### config.mk
export PLATFORM = sky130hd
export DESIGN_NAME = sbcpu_ram
export DESIGN_NICKNAME = d
export VERILOG_FILES = /design/src/sv/sbcpu_ram.sv
export SDC_FILE = /design/constraint.sdc
export NUM_CORES = 2
export LEC_CHECK = 0
export BUFFER_PORTS_ARGS = -buffer_cell sky130_fd_sc_hd__buf_2
export CORE_ASPECT_RATIO = 1.2
export CORE_MARGIN = 2
export CORE_UTILIZATION = 50
export CTS_CLUSTER_DIAMETER = 150
export DETAILED_ROUTE_END_ITERATION = 6
export PLACE_DENSITY = 0.65
export SLEW_MARGIN = 20
export SYNTH_ARGS = -nofsm -noshare
export SYNTH_HDL_FRONTEND = slang
export SYNTH_SLANG_ARGS = --single-unit
### constraint.sdc
create_clock -name clk -period 6.9 [get_ports clk]
set_input_delay 1.38 -clock clk [delete_from_list [all_inputs] [get_ports clk]]
set_output_delay 1.38 -clock clk [all_outputs]
set_load 0.02 [all_outputs]
### src/sv/sbcpu_ram.sv
// Generic single-port synchronous RAM with a registered read.
// Used for the byte memory of the CPU core; depends on nothing.
`default_nettype none

module sbcpu_ram #(
    parameter int WIDTH = 8,
    parameter int DEPTH = 256,
    localparam int AW = (DEPTH > 1) ? $clog2(DEPTH) : 1
) (
    input  wire logic             clk,
    input  wire logic             we,
    input  wire logic [AW-1:0]    addr,
    input  wire logic [WIDTH-1:0] wdata,
    output logic      [WIDTH-1:0] rdata
);

    logic [WIDTH-1:0] mem [DEPTH];

    always_ff @(posedge clk)
    begin
        if (we)
        begin
            mem[addr] <= wdata;
        end
        rdata <= mem[addr];
    end

endmodule

`default_nettype wire

==> impl_metrics.toml <==
[status]
status = "finished, violations left"
violations = "design-rule violations"

[placed_design]
dpl.hpwl_mm = 110
portBuffers = 25
place_congestion = 0.821
placed_area_um2 = 81400
dp_cells = 5550

[clock_tree]
cts_root_buffer = "clkbuf_16"
cts_tree = "yes"
clk_path_buf_depth = 3
postCtsSetupBuffers = 0
cts.sinks = 2056
cts_hold_buf = 0
worstSkewPairLatency_ns = 0.83
numCtsBuffers = 190
htreeDepth = 4
path_clk_slew_ns = 0.06
cts_resized = 0

[yosys]
synth-async-reset-ratio_pct = 0
yosysSeqAreaShare_pct = 78.6
ys_top_cells_by_count = "edfxtp_1 (2048), mux4_2 (512), a22oi_1 (256), nor2_1 (232), clkbuf_1 (145)"
syn_inst = 3547
syn_area_um2 = 78500
synth_nets = 3565
synth.avg_cell_area_um2 = 22.1
synth_most_common_cell = "edfxtp_1"
yosys-top-cells-area = "edfxtp_1 (78%), mux4_2 (15%), a22oi_1 (2.4%), nor2_1 (1.1%), a21oi_1 (0.82%)"
ys.flop_type = "edfxtp_1"
synthDistinctLibCells = 22
synth_edf_count = 2048
yosysTopAreaCell = "edfxtp_1"
ys_warn_count = 0
postSynthRegisterBits = 2056
netlist.area_leader.share_pct = 78.3

[drt]
num_vias = 37300
routed_wl_mm = 186
drc = 1
vias_per_cell = 6.32
firstDrtPassIters = 7
ant_nets = 0
drtIter0Drc = 4653
wl_per_cell_um = 31.6

[floorplan]
core_um2 = 156000
die_height_um = 438
dieArea_um2 = 160000
initial_core_util_pct = 50.3
rows = 159
fp.dieW_um = 366
pin_count = 26

[setup_path]
required_ns = 7.56
critPathMaxFanout = 42
end_kind = "register"
crit_family = "buffers and inverters"
crit_arrival_ns = 5.21
reg2reg_from = "mem[126][3]"
crit_path_top_delay_cell = "o41ai_1"
worstSetupPathType = "in2reg"
slowest_delay_ns = 0.82
path_buf_inv = 4
path_cells = "buf_8 > buf_12 > buf_4 > mux4_2 > a22oi_1 > a21oi_1 > o41ai_1 > buf_4 > nand4_1"
critPathLaunchType = "primary input"
critPathLaunch = "addr[0]"
crit_top_cell = "buf_4"

[cells_and_area]
fin_cells = 5896
drive_gt1_share_pct = 25.4
nNetsFinal = 3668
fillers = 11400
stdcell_area_um2 = 87500
area_delta_synth_final_pct = 11.4

[flow_run]
maxCapViolCount = 0

[timing]
fin_crit_sh_pct = 66.0
skew_ns = 0.0377
holdWs_ns = 0.962
rsz0062_at_grt = "false"
tightest_slew_ns = 1.14
max_freq_ghz = 0.220
slew_headroom_pct = 23.1
tns_ns = 0
hold_violations = 0
finalSetupViolCount = 0
slew_viol_final = 0
layout_min_cycle_time_ns = 4.55

[power_and_ir_drop]
p_per_area_nw_per_um2 = 287
p_leak_nw = 26.4
total_power_mw = 25.1
irDropWorstVdd_mv = 0.248

[global_routing]
grt_pass1_wl_mm = 269
antenna_found_initial = 9
grt_max_degree = 170
grt_pass1_vias = 37800
overflow = 0
grt_use_total_pct = 23.6

[hold_path]
hp-class = "in2reg"
min_from = "wdata[7]"
-- layout make-up --
type	instances	area (µm²)	area share [%]
diodes	1	2.50	0.00286
inverters	1	3.75	0.00429
repair buffers	143	1280	1.46
multi-input cells	1258	15900	18.2
clock inverters	122	1030	1.17
flip-flops and latches	2056	61700	70.5
clock buffers	222	4940	5.65
well taps	2093	2620	2.99
-- cells by family (layout without fill, tap and decap cells) --
family | Yosys count | in the layout | share of synthesized area, %
flip-flops | 2056 | 2056 | 78.6
multiplexers | 512 | 512 | 14.7
AO/OA/AOI/OAI | 416 | 416 | 3.62
AND/OR/NAND/NOR | 330 | 330 | 1.73
buffers and inverters | 233 | 488 | 1.40
other | 0 | 1 | 0
-- layout by cell type, fill, tap and decap left out, types with 3 or more instances in the layout --
cell type,instances
a21oi_1,128
a22oi_1,256
buf_12,12
buf_2,17
buf_4,103
buf_8,10
bufinv_16,14
clkbuf_1,29
clkbuf_16,193
clkinv_1,41
clkinv_2,49
clkinv_8,3
clkinvlp_4,4
dfxtp_1,8
edfxtp_1,2048
inv_6,8
mux4_2,512
nand2_1,28
nand2b_1,4
nand3_1,10
nand3_2,3
nand4_1,8
nor2_1,228
nor2_2,3
nor2b_1,5
nor3_1,19
nor3_2,10
o41ai_1,20
o41ai_2,12
-- worst paths after layout --
check | slack, ns | cells after the start | end
setup / recovery | 2.35 | 9 | rdata[3]
hold / removal | 0.96 | 1 | mem[119][7]
setup reg to reg | 4.10 | 6 | rdata[3]
hold reg to reg | 0.97 | 5 | rdata[3]
-- power by group --
part	switching, mW	internal (mW)	total [mW]	leakage (nW)
logic	0.745	0.389	1.13	5.00
clock network	4.51	5.64	10.2	2.95
registers	0.0328	13.8	13.8	18.5
-- registers in the layout (all words and copies together) (netlist names) --
name,flops
mem,2048
rdata,8
-- metal layers --
metal,track usage (%),vias up,share of wire (%)
met5,0,-,0.026
met4,7.86,6,3.0
li1,-,15300,-
met3,4.18,300,7.6
met2,38.5,1632,50
met1,32.6,20000,39
-- per-stage QoR --
stage	util (%)	setup slack (ns)
floorplan	-	3.30
global placement	52.1	1.06
detailed placement	52.1	1.39
CTS	56.0	2.29
global route	56.0	2.21
finish	56.0	2.35
No activity file was read; power rests on OpenSTA's default activity.
